$ cat src/design/dgsp_pkg.sv
// Package for the dual gauge stepper positioner: plan segment codes,
// phase pattern tables, cycle constants and the result word type.
// No dependencies.
package dgsp_pkg;

	// plan segment codes
	localparam logic [2:0] SEG_IDLE          = 3'd0;
	localparam logic [2:0] SEG_SU_HOME_FUEL  = 3'd1;
	localparam logic [2:0] SEG_SU_HOME_SPEED = 3'd2;
	localparam logic [2:0] SEG_SU_FIX_FUEL   = 3'd3;
	localparam logic [2:0] SEG_SU_FIX_SPEED  = 3'd4;
	localparam logic [2:0] SEG_HOME          = 3'd5;
	localparam logic [2:0] SEG_FIX           = 3'd6;
	localparam logic [2:0] SEG_MOVE          = 3'd7;

	// gauge select
	localparam logic GAUGE_SPEED = 1'b0;
	localparam logic GAUGE_FUEL  = 1'b1;

	// needle range and move limits
	localparam logic [6:0] POS_MAX       = 7'd100;
	localparam logic [6:0] FAR_MOVE      = 7'd60;
	localparam logic [6:0] DIR_SPLIT     = 7'd50;
	localparam logic [2:0] LAST_PHASE    = 3'd6;

	// fixed cycle counts
	localparam logic [8:0] SU_FUEL_CYC   = 9'd45;
	localparam logic [8:0] SU_SPEED_CYC  = 9'd37;
	localparam logic [8:0] SPD_B_CYC     = 9'd45;
	localparam logic [8:0] SPD_A_CYC     = 9'd48;
	localparam logic [8:0] FUEL_B_CYC    = 9'd46;
	localparam logic [8:0] FUEL_A_CYC    = 9'd45;

	// result word of one item
	typedef struct packed {
		logic [7:0] coils;
		logic       busy;
		logic       accepted;
		logic [6:0] speed_pos;
		logic [6:0] fuel_pos;
	} result_t;

	// coil pattern for a sequence and phase
	function automatic logic [3:0] seq_pat(input logic dir, input logic [2:0] ph);
		logic [3:0] p;
		if (!dir) begin
			case (ph)
				3'd0: p = 4'h1;
				3'd1: p = 4'h3;
				3'd2: p = 4'h2;
				3'd3: p = 4'h6;
				3'd4: p = 4'h4;
				3'd5: p = 4'hC;
				3'd6: p = 4'h8;
				default: p = 4'h9;
			endcase
		end else begin
			case (ph)
				3'd0: p = 4'h9;
				3'd1: p = 4'h8;
				3'd2: p = 4'hC;
				3'd3: p = 4'h4;
				3'd4: p = 4'h6;
				3'd5: p = 4'h2;
				3'd6: p = 4'h3;
				default: p = 4'h1;
			endcase
		end
		return p;
	endfunction

	// distance to cycles with per-gauge compensation
	function automatic logic [8:0] comp_cycles(input logic g, input logic [6:0] d);
		logic [6:0] e;
		e = d;
		if (g == GAUGE_SPEED) begin
			if (d > 7'd50)
				e = d + 7'd4;
			else if (d >= 7'd40)
				e = d + 7'd3;
			else if (d >= 7'd20)
				e = d + 7'd2;
			else if (d != 7'd0)
				e = d + 7'd1;
		end else begin
			if (d > 7'd40)
				e = d + 7'd3;
			else if (d >= 7'd15)
				e = d + 7'd2;
			else if (d >= 7'd10)
				e = d + 7'd1;
		end
		return {e, 2'b00};
	endfunction

	// fixed run after homing, per gauge and sequence
	function automatic logic [8:0] fix_cycles(input logic g, input logic dir);
		logic [8:0] c;
		if (g == GAUGE_SPEED)
			c = dir ? SPD_B_CYC : SPD_A_CYC;
		else
			c = dir ? FUEL_B_CYC : FUEL_A_CYC;
		return c;
	endfunction

endpackage

$ cat src/design/dgsp_plan.sv
// Plan state and single-pass update for one word: tick stepping with
// segment hand-over, and target command intake. Uses dgsp_pkg.
module dgsp_plan import dgsp_pkg::*; (
	input  logic          clk,
	input  logic          arst_n,
	input  logic          fire,
	input  logic          op,
	input  logic          gauge,
	input  logic [6:0]    target,
	input  logic [1:0]    home_sensors,
	output result_t       res
);

	logic [6:0] speed_pos_q, fuel_pos_q;
	logic [2:0] seg_q, phase_q;
	logic       gauge_q, dir_q;
	logic [8:0] cyc_q, final_q;
	logic [7:0] coil_q;

	logic [6:0] speed_pos_d, fuel_pos_d;
	logic [2:0] seg_d, phase_d;
	logic       gauge_d, dir_d;
	logic [8:0] cyc_d, final_d;
	logic [7:0] coil_d;
	logic       acc_d;

	// next state for one word
	always_comb begin
		logic       homing;
		logic       done;
		logic [6:0] t, cur, span, fin_d;
		logic [3:0] pat;
		logic [8:0] cc;
		speed_pos_d = speed_pos_q;
		fuel_pos_d  = fuel_pos_q;
		seg_d       = seg_q;
		phase_d     = phase_q;
		gauge_d     = gauge_q;
		dir_d       = dir_q;
		cyc_d       = cyc_q;
		final_d     = final_q;
		coil_d      = coil_q;
		acc_d       = 1'b0;
		homing      = 1'b0;
		done        = 1'b0;
		pat         = 4'h0;
		t           = (target > POS_MAX) ? POS_MAX : target;
		cur         = (gauge == GAUGE_SPEED) ? speed_pos_q : fuel_pos_q;
		span        = (t < cur) ? (cur - t) : (t - cur);
		fin_d       = 7'd0;
		cc          = 9'd0;
		if (!op) begin
			// finished segments hand over within the tick
			for (int i = 0; i < 3; i++) begin
				homing = (seg_d == SEG_SU_HOME_FUEL) || (seg_d == SEG_SU_HOME_SPEED) ||
					(seg_d == SEG_HOME);
				if (homing)
					done = (gauge_d == GAUGE_FUEL) ? home_sensors[0] : home_sensors[1];
				else
					done = (cyc_d == 9'd0);
				if (seg_d != SEG_IDLE && phase_d == 3'd0 && done) begin
					phase_d = 3'd0;
					case (seg_d)
						SEG_SU_HOME_FUEL: begin
							seg_d   = SEG_SU_HOME_SPEED;
							gauge_d = GAUGE_SPEED;
							dir_d   = 1'b0;
						end
						SEG_SU_HOME_SPEED: begin
							seg_d   = SEG_SU_FIX_FUEL;
							gauge_d = GAUGE_FUEL;
							dir_d   = 1'b0;
							cyc_d   = SU_FUEL_CYC;
						end
						SEG_SU_FIX_FUEL: begin
							seg_d   = SEG_SU_FIX_SPEED;
							gauge_d = GAUGE_SPEED;
							dir_d   = 1'b1;
							cyc_d   = SU_SPEED_CYC;
						end
						SEG_HOME: begin
							seg_d = SEG_FIX;
							cyc_d = fix_cycles(gauge_d, dir_d);
						end
						SEG_FIX: begin
							seg_d = SEG_MOVE;
							cyc_d = final_q;
						end
						default: seg_d = SEG_IDLE;
					endcase
				end
			end
			// emit one pattern if a segment still runs
			if (seg_d != SEG_IDLE) begin
				homing = (seg_d == SEG_SU_HOME_FUEL) || (seg_d == SEG_SU_HOME_SPEED) ||
					(seg_d == SEG_HOME);
				pat    = seq_pat(dir_d, phase_d);
				coil_d = (gauge_d == GAUGE_SPEED) ? {pat, 4'h0} : {4'h0, pat};
				if (phase_d == LAST_PHASE) begin
					phase_d = 3'd0;
					if (!homing && cyc_d != 9'd0)
						cyc_d = cyc_d - 9'd1;
				end else begin
					phase_d = phase_d + 3'd1;
				end
			end
		end else if (seg_q == SEG_IDLE) begin
			// target command
			acc_d   = 1'b1;
			gauge_d = gauge;
			phase_d = 3'd0;
			if (span > FAR_MOVE) begin
				dir_d   = (cur > DIR_SPLIT);
				fin_d   = (cur > DIR_SPLIT) ? t : (POS_MAX - t);
				final_d = comp_cycles(gauge, fin_d);
				cyc_d   = 9'd0;
				seg_d   = SEG_HOME;
			end else begin
				dir_d = (t >= cur);
				cc    = comp_cycles(gauge, span);
				cyc_d = cc;
				seg_d = (cc != 9'd0) ? SEG_MOVE : SEG_IDLE;
			end
			if (gauge == GAUGE_SPEED)
				speed_pos_d = t;
			else
				fuel_pos_d = t;
		end
	end

	// plan registers
	always_ff @(posedge clk or negedge arst_n) begin
		if (!arst_n) begin
			speed_pos_q <= 7'd0;
			fuel_pos_q  <= POS_MAX;
			seg_q       <= SEG_SU_HOME_FUEL;
			phase_q     <= 3'd0;
			gauge_q     <= GAUGE_FUEL;
			dir_q       <= 1'b0;
			cyc_q       <= 9'd0;
			final_q     <= 9'd0;
			coil_q      <= 8'd0;
		end else if (fire) begin
			speed_pos_q <= speed_pos_d;
			fuel_pos_q  <= fuel_pos_d;
			seg_q       <= seg_d;
			phase_q     <= phase_d;
			gauge_q     <= gauge_d;
			dir_q       <= dir_d;
			cyc_q       <= cyc_d;
			final_q     <= final_d;
			coil_q      <= coil_d;
		end
	end

	// result word after this item
	assign res.coils     = coil_d;
	assign res.busy      = (seg_d != SEG_IDLE);
	assign res.accepted  = acc_d;
	assign res.speed_pos = speed_pos_d;
	assign res.fuel_pos  = fuel_pos_d;

endmodule

$ cat src/design/dual_gauge_stepper_positioner.sv
// Dual gauge stepper positioner, top level: input register, plan update, result register.
// Each word is registered at the input, then its result word is held in the result register.
// Throughput: one word per cycle unless res_stall holds it; single-pass plan update per word.
// Reset (arst_n low) empties both registers and starts the start-up homing plan.
// Uses dgsp_pkg and dgsp_plan.
module dual_gauge_stepper_positioner import dgsp_pkg::*; (
	input  logic       clk,
	input  logic       arst_n,
	input  logic       cmd_valid,
	output logic       cmd_stall,
	input  logic       op,
	input  logic       gauge,
	input  logic [6:0] target,
	input  logic [1:0] home_sensors,
	output logic       res_valid,
	input  logic       res_stall,
	output logic [7:0] coils,
	output logic       busy_res,
	output logic       accepted,
	output logic [6:0] speed_position,
	output logic [6:0] fuel_position
);

	logic       valid_s1;
	logic       op_s1, gauge_s1;
	logic [6:0] target_s1;
	logic [1:0] sens_s1;
	logic       fire;
	result_t    res;
	result_t    res_q;
	logic       res_valid_q;

	// word moves from input register to result register
	assign fire      = valid_s1 && (!res_valid_q || !res_stall);
	assign cmd_stall = valid_s1 && !fire;

	// input register
	always_ff @(posedge clk or negedge arst_n) begin
		if (!arst_n)
			valid_s1 <= 1'b0;
		else if (!cmd_stall)
			valid_s1 <= cmd_valid;
	end

	always_ff @(posedge clk) begin
		if (cmd_valid && !cmd_stall) begin
			op_s1     <= op;
			gauge_s1  <= gauge;
			target_s1 <= target;
			sens_s1   <= home_sensors;
		end
	end

	dgsp_plan u_plan (
		.clk          (clk),
		.arst_n       (arst_n),
		.fire         (fire),
		.op           (op_s1),
		.gauge        (gauge_s1),
		.target       (target_s1),
		.home_sensors (sens_s1),
		.res          (res)
	);

	// result register
	always_ff @(posedge clk or negedge arst_n) begin
		if (!arst_n)
			res_valid_q <= 1'b0;
		else if (fire)
			res_valid_q <= 1'b1;
		else if (!res_stall)
			res_valid_q <= 1'b0;
	end

	always_ff @(posedge clk) begin
		if (fire)
			res_q <= res;
	end

	assign res_valid      = res_valid_q;
	assign coils          = res_q.coils;
	assign busy_res       = res_q.busy;
	assign accepted       = res_q.accepted;
	assign speed_position = res_q.speed_pos;
	assign fuel_position  = res_q.fuel_pos;

endmodule

$ cat config.mk
export PLATFORM = sky130hd
export DESIGN_NAME = dual_gauge_stepper_positioner
export DESIGN_NICKNAME = d
export VERILOG_FILES = /design/src/design/dgsp_pkg.sv /design/src/design/dgsp_plan.sv /design/src/design/dual_gauge_stepper_positioner.sv
export SDC_FILE = /design/constraint.sdc
export NUM_CORES = 1
export LEC_CHECK = 0
export BUFFER_PORTS_ARGS = -buffer_cell sky130_fd_sc_hd__buf_2
export CORE_UTILIZATION = 50
export CTS_BUF_LIST = sky130_fd_sc_hd__clkbuf_4 sky130_fd_sc_hd__clkbuf_8
export DETAILED_ROUTE_END_ITERATION = 10
export PLACE_DENSITY = 0.67
export SYNTH_ARGS = -nofsm -noshare
export SYNTH_HDL_FRONTEND = slang
export SYNTH_SLANG_ARGS = --single-unit
$ cat constraint.sdc
create_clock -name clk -period 9.3 [get_ports clk]
set_clock_uncertainty 0.05 [all_clocks]
set_input_delay 1.86 -clock clk [delete_from_list [all_inputs] [get_ports clk]]
set_output_delay 1.86 -clock clk [all_outputs]
set_load 0.02 [all_outputs]
== After elaboration in Yosys (flattened, before gate mapping) ==
Index checks and enable logic that the tools add are counted.

* Bits in registers: 83
* Bits of input ports: 15
* Output and inout port bits: 26

* $add $sub $neg: 13
* Magnitude comparators: 17
* Equal/unequal tests: 26
* Muxes and demuxes: 117
* Reductions and logical operators: 49

{| class="wikitable"
|+ Operator list
! operator !! number
|-
| 2-to-1 mux 7 bit || 29
|-
| 2-to-1 mux 9 bit || 15
|-
| case mux 9 bit (4 select lines) || 3
|-
| 2-to-1 mux 3 bit || 20
|-
| case mux 4 bit (7 select lines) || 2
|-
| case mux 3 bit (5 select lines) || 3
|-
| > comparator 7 x 6 -> 1 bit (second input constant) || 6
|-
| equality test 3 bit (second input constant) || 10
|-
| 2-to-1 mux 1 bit || 29
|-
| adder 7 x 2 -> 7 bit (second input constant) || 4
|-
| >= comparator 7 x 4 -> 1 bit (second input constant) || 4
|-
| equality test 3 x 2 -> 1 bit (second input constant) || 9
|-
| zero test 9 bit || 3
|-
| 2-to-1 mux 8 bit || 3
|-
| nonzero test 7 bit || 3
|-
| equality test 3 x 1 -> 1 bit (second input constant) || 5
|-
| zero test 3 bit || 5
|-
| 2-to-1 mux 5 bit || 3
|-
| nonzero test 3 bit || 5
|-
| adder 7 x 1 -> 7 bit (second input constant) || 2
|-
| adder 7 x 3 -> 7 bit (second input constant) || 2
|-
| >= comparator 7 x 5 -> 1 bit (second input constant) || 2
|-
| >= comparator 7 x 6 -> 1 bit (second input constant) || 2
|-
| subtractor 7 bit || 2
|-
| other kinds (17) || 51
|}

== Depth between registers and ports, before layout ==
* Depth in word-level cells: 33
* Depth in mapped cells: 32
* Depth with buffers taken out: 28

== Hierarchy ==
Synthesis repeated with hierarchy kept, for this count alone.

* Cell total of the unflattened synthesis: 830
* Area total of the unflattened synthesis: 7238.2 µm²

{| class="wikitable"
|+ Modules (own cells, without submodules)
! module !! instances !! cells each !! area an instance (µm²) !! seq. area each (µm²)
|-
| dgsp_plan || 1 || 787 || 6094.6 || 1157.4
|-
| dual_gauge_stepper_positioner || 1 || 43 || 1143.6 || 1101.1
|}

== Worst setup path after synthesis ==
No wires, ideal clock.

* Path type: register to register
* From: register u_plan.cyc_q[0]
* To: register u_plan.cyc_q[1]
* Setup time: 0.126 ns
* Arrival time: 7.095 ns
* Required time: 9.124 ns
* Slack: 2.029 ns
* Stages on the path, launching flop included: 31
* Path buffers: 3
* Clock period less this slack: 7.271 ns
* Path through: dfrtp_1 nor4_2 nand3_1 o32ai_1 nand2_1 clkbuf_1 o21ai_0 inv_1 ha_1 a21o_1 a21boi_2 o21ai_2 mux2i_1 ha_1 clkbuf_1 inv_1 a221oi_1 o221ai_1 or2_2 clkbuf_1 a21oi_1 a21oi_1 nor2_1 ha_1 inv_1 or3_1 or4_1 a21oi_2 nand2b_1 nor3_1 a221o_1

* Cells in the longest elaborated chain, start to end: 31
* Elaborated cells on any way between the ends: 90
* Classes of those cells: add/sub: 1; eq/ne: 14; mux: 51; reduce/logical: 24

{| class="wikitable"
|+ Ends and longest elaborated chain
! item !! line !! RTL
|-
| start: declaration || dgsp_plan.sv:17 || <nowiki>logic [8:0] cyc_q, final_q;</nowiki>
|-
| start signal: assignment || dgsp_plan.sv:150 || <nowiki>cyc_q <= cyc_d;</nowiki>
|-
| parallel branches: the longest is 29 deep, another holds zero test 9 bit || - ||
|-
| 2-to-1 mux 9 bit * || dgsp_plan.sv:94 || <nowiki>if (seg_d != SEG_IDLE) begin</nowiki>
|-
| 2-to-1 mux 9 bit * || dgsp_plan.sv:52 || <nowiki>if (!op) begin</nowiki>
|}

Every way passes the cells marked *. The select of a mux whose other input is x is not followed.
A chain may end at the register's enable or synchronous reset.

== Final worst setup path ==
Same ends and word-level chain as after synthesis.

==> results.json <==
{
  "yosys_warnings": 0,
  "synth-edff-count": 35,
  "grt_max_degree": 49,
  "hold_violations": 0,
  "synth-main-ff-cell": "dfrtp_1",
  "syn_inst": 1110,
  "globalRouteTotalUtil": 0.301,
  "yosys_register_bits": 83,
  "grt_first_pass_wirelength_microns": 42200,
  "wire_per_inst_microns": 19.6,
  "postSynth.asyncResetShare": 0.578,
  "slowest_stage": "o21ai_0",
  "nets": 1182,
  "start_util": 0.516,
  "maxCapViolCount": 0,
  "grt.overflow.total": 0,
  "cp-start-kind": "register",
  "r2r_setup_slack_ns": 0.77,
  "finalCriticalPeriod_ns": 8.53,
  "wirelength_microns": 26200,
  "avgSynthCellArea_sq_um": 7.77,
  "dieArea_sq_um": 17800,
  "crit_path_end_kind": "register",
  "cts_buffers": 9,
  "setup-tns-final_ns": 0,
  "grt_antenna_before_repair": 0,
  "synthMostInstantiatedCell": "nand2_1",
  "core-area_sq_um": 16700,
  "first_global_vias": 7780,
  "routed_via_density": 6.37,
  "worstSetupPathDepth": 26,
  "clk_pin_slew_ns": 0.09,
  "r2r_end": "u_plan.cyc_q[1]",
  "pre_cts_slack_ns": 0.787,
  "r2r-start": "u_plan.cyc_q[0]",
  "dp_hpwl_microns": 19400,
  "crit_required_ns": 9.52,
  "yosys.area.top_type_share": 0.125,
  "synthTopCellsByArea": "dfrtp_1, edfxtp_1, ha_1",
  "timing.final.ws_setup_ns": 0.765,
  "portBuffers": 40,
  "postCtsHoldBufs": 0,
  "antennaDiodeCount": 0,
  "die_h_microns": 133,
  "ant_nets": 0,
  "crit_arrival_ns": 8.76,
  "rsz0062_at_grt": "false",
  "rows": 47,
  "setup_viol": 0,
  "first_pass_iters": 5,
  "syn_nets": 1181,
  "clock_sinks": 83,
  "clock.fmax_mhz": 117,
  "cts_tree": "built",
  "holdCritStartpoint": "u_plan.fuel_pos_q[6]",
  "insertion_delay_ns": 0.39,
  "syn_area_sq_um": 8620,
  "synth_largest_area_cell": "dfrtp_1",
  "areaGrowthSynthToFinish_pct": 6.13,
  "final_layout_size_suffix_gt1_frac": 0.111,
  "cts_buffer_depth": 2,
  "cpPeakStageDelay_ns": 0.57,
  "period_share": 0.918,
  "worst_pin_slew_ns": 0.875,
  "critPathKind": "register to register",
  "htreeDepth": 3,
  "slew_viol_final": 0,
  "path_max_fanout": 15,
  "ys_types": 93,
  "routabilityCongestion": 0.968,
  "crit_family": "simple AND/OR/NAND/NOR gates",
  "yosys-top-cells-count": "nand2_1, a21oi_1, nor2_1",
  "drc": 0,
  "vias": 8505,
  "yosysSeqAreaShare": 0.262,
  "clockRootBuffer": "clkbuf_8",
  "status": "complete, no violations",
  "min_path_cells": 2,
  "drt_iter0_drc": 880,
  "post-route-util": 0.548,
  "r2r_cells": 26,
  "path_buf_inv": 3,
  "hp-class": "register to register",
  "ioPinCount": 41,
  "relSlewSlack": 0.412,
  "whs_endpoint": "u_plan.fuel_pos_q[6]",
  "hold_slack_ns": 0.421,
  "die_w_microns": 133
}
-- area by class of cell --
class | count | area [sq um]
sequential | 83 | 2260
clock inverter | 6 | 72.6
fill | 1619 | 7550
tap | 220 | 275
timing repair buffer | 52 | 290
multi-input combinational | 910 | 5910
clock buffer | 10 | 131
inverter | 55 | 206
-- state kept, by name (all words and copies together) (netlist names) --
| name | cells |
|---|---|
| u_plan.dir_q | 1 |
| accepted | 1 |
| u_plan.cyc_q | 9 |
| res_valid | 1 |
| u_plan.gauge_q | 1 |
| coils | 8 |
| u_plan.final_q | 7 |
| gauge_s1 | 1 |
| u_plan.seg_q | 3 |
| busy_res | 1 |
| u_plan.speed_pos_q | 7 |
| valid_s1 | 1 |
| u_plan.fuel_pos_q | 7 |
| op_s1 | 1 |
| u_plan.coil_q | 8 |
| u_plan.phase_q | 3 |
| sens_s1 | 2 |
| target_s1 | 7 |
| fuel_position | 7 |
| speed_position | 7 |
-- per-stage QoR --
step | cell area, sq um | std cells
5_1_grt | 9150 | 1336
6_report | 9150 | 1336
4_1_cts | 9140 | 1336
3_5_place_dp | 8940 | 1320
3_3_place_gp | 8940 | 1320
2_1_floorplan | 8620 | 1110
-- cell usage in the layout, fill, tap and decap left out, types with 20 or more instances in the layout --
master	Yosys	layout
inv_1	50	49
a21oi_1	79	79
nor2_1	79	79
a211oi_1	20	20
mux2i_1	22	21
nor3_1	27	26
nand3_1	26	26
buf_2	5	40
o21ai_0	73	73
edfxtp_1	35	35
dfrtp_1	43	43
nand2_1	173	173
a31oi_1	20	20
ha_1	54	54
xnor2_1	22	22
-- cells by family (layout without fill, tap and decap cells) --
logic type | Yosys count | count (layout) | share of synthesized area
mux | 41 | 41 | 0.0504
buf+inv | 117 | 123 | 0.0530
simple gates | 425 | 425 | 0.236
fa+ha+maj | 56 | 56 | 0.0830
flops | 83 | 83 | 0.262
xor+xnor | 24 | 24 | 0.0244
compound gates | 364 | 364 | 0.291
-- routing by layer --
metal  up-vias  routed length [microns]  global-route usage
met5         -                        0                   0
met4         0                      710               0.100
met3        52                     1890              0.0658
met2       345                    11700               0.464
met1      4008                    11900               0.417
li1       4100                        -                   -
-- tightest hold or removal path, delay by kind of cell (launching register included) --
| kind | cells | cell delay, ns |
|---|---|---|
| DFF | 1 | 0.38 |
| and+or+nand+nor | 2 | 0.09 |
-- worst max-delay path by stage --
stage	endpoint	slack (ns)	from
after global routing	u_plan.cyc_q[1]	0.06	u_plan.cyc_q[0]
after global placement	u_plan.cyc_q[1]	1.09	u_plan.cyc_q[0]
after CTS	u_plan.cyc_q[1]	0.75	u_plan.cyc_q[0]
final	u_plan.cyc_q[1]	0.77	u_plan.cyc_q[0]
after detailed placement	u_plan.cyc_q[1]	0.79	u_plan.cyc_q[0]
after floorplan	u_plan.cyc_q[1]	2.03	u_plan.cyc_q[0]
-- timing repair --
action / in CTS / in global routing
setup endpoints to repair: 0 / 1
gates resized for setup: 0 / 1
endpoints found under the hold margin: 0 / 0
buffers inserted: 0 / 0
Power is not shown: default switching activity piles up to over one toggle a cycle in this logic, so the estimate is an artifact.
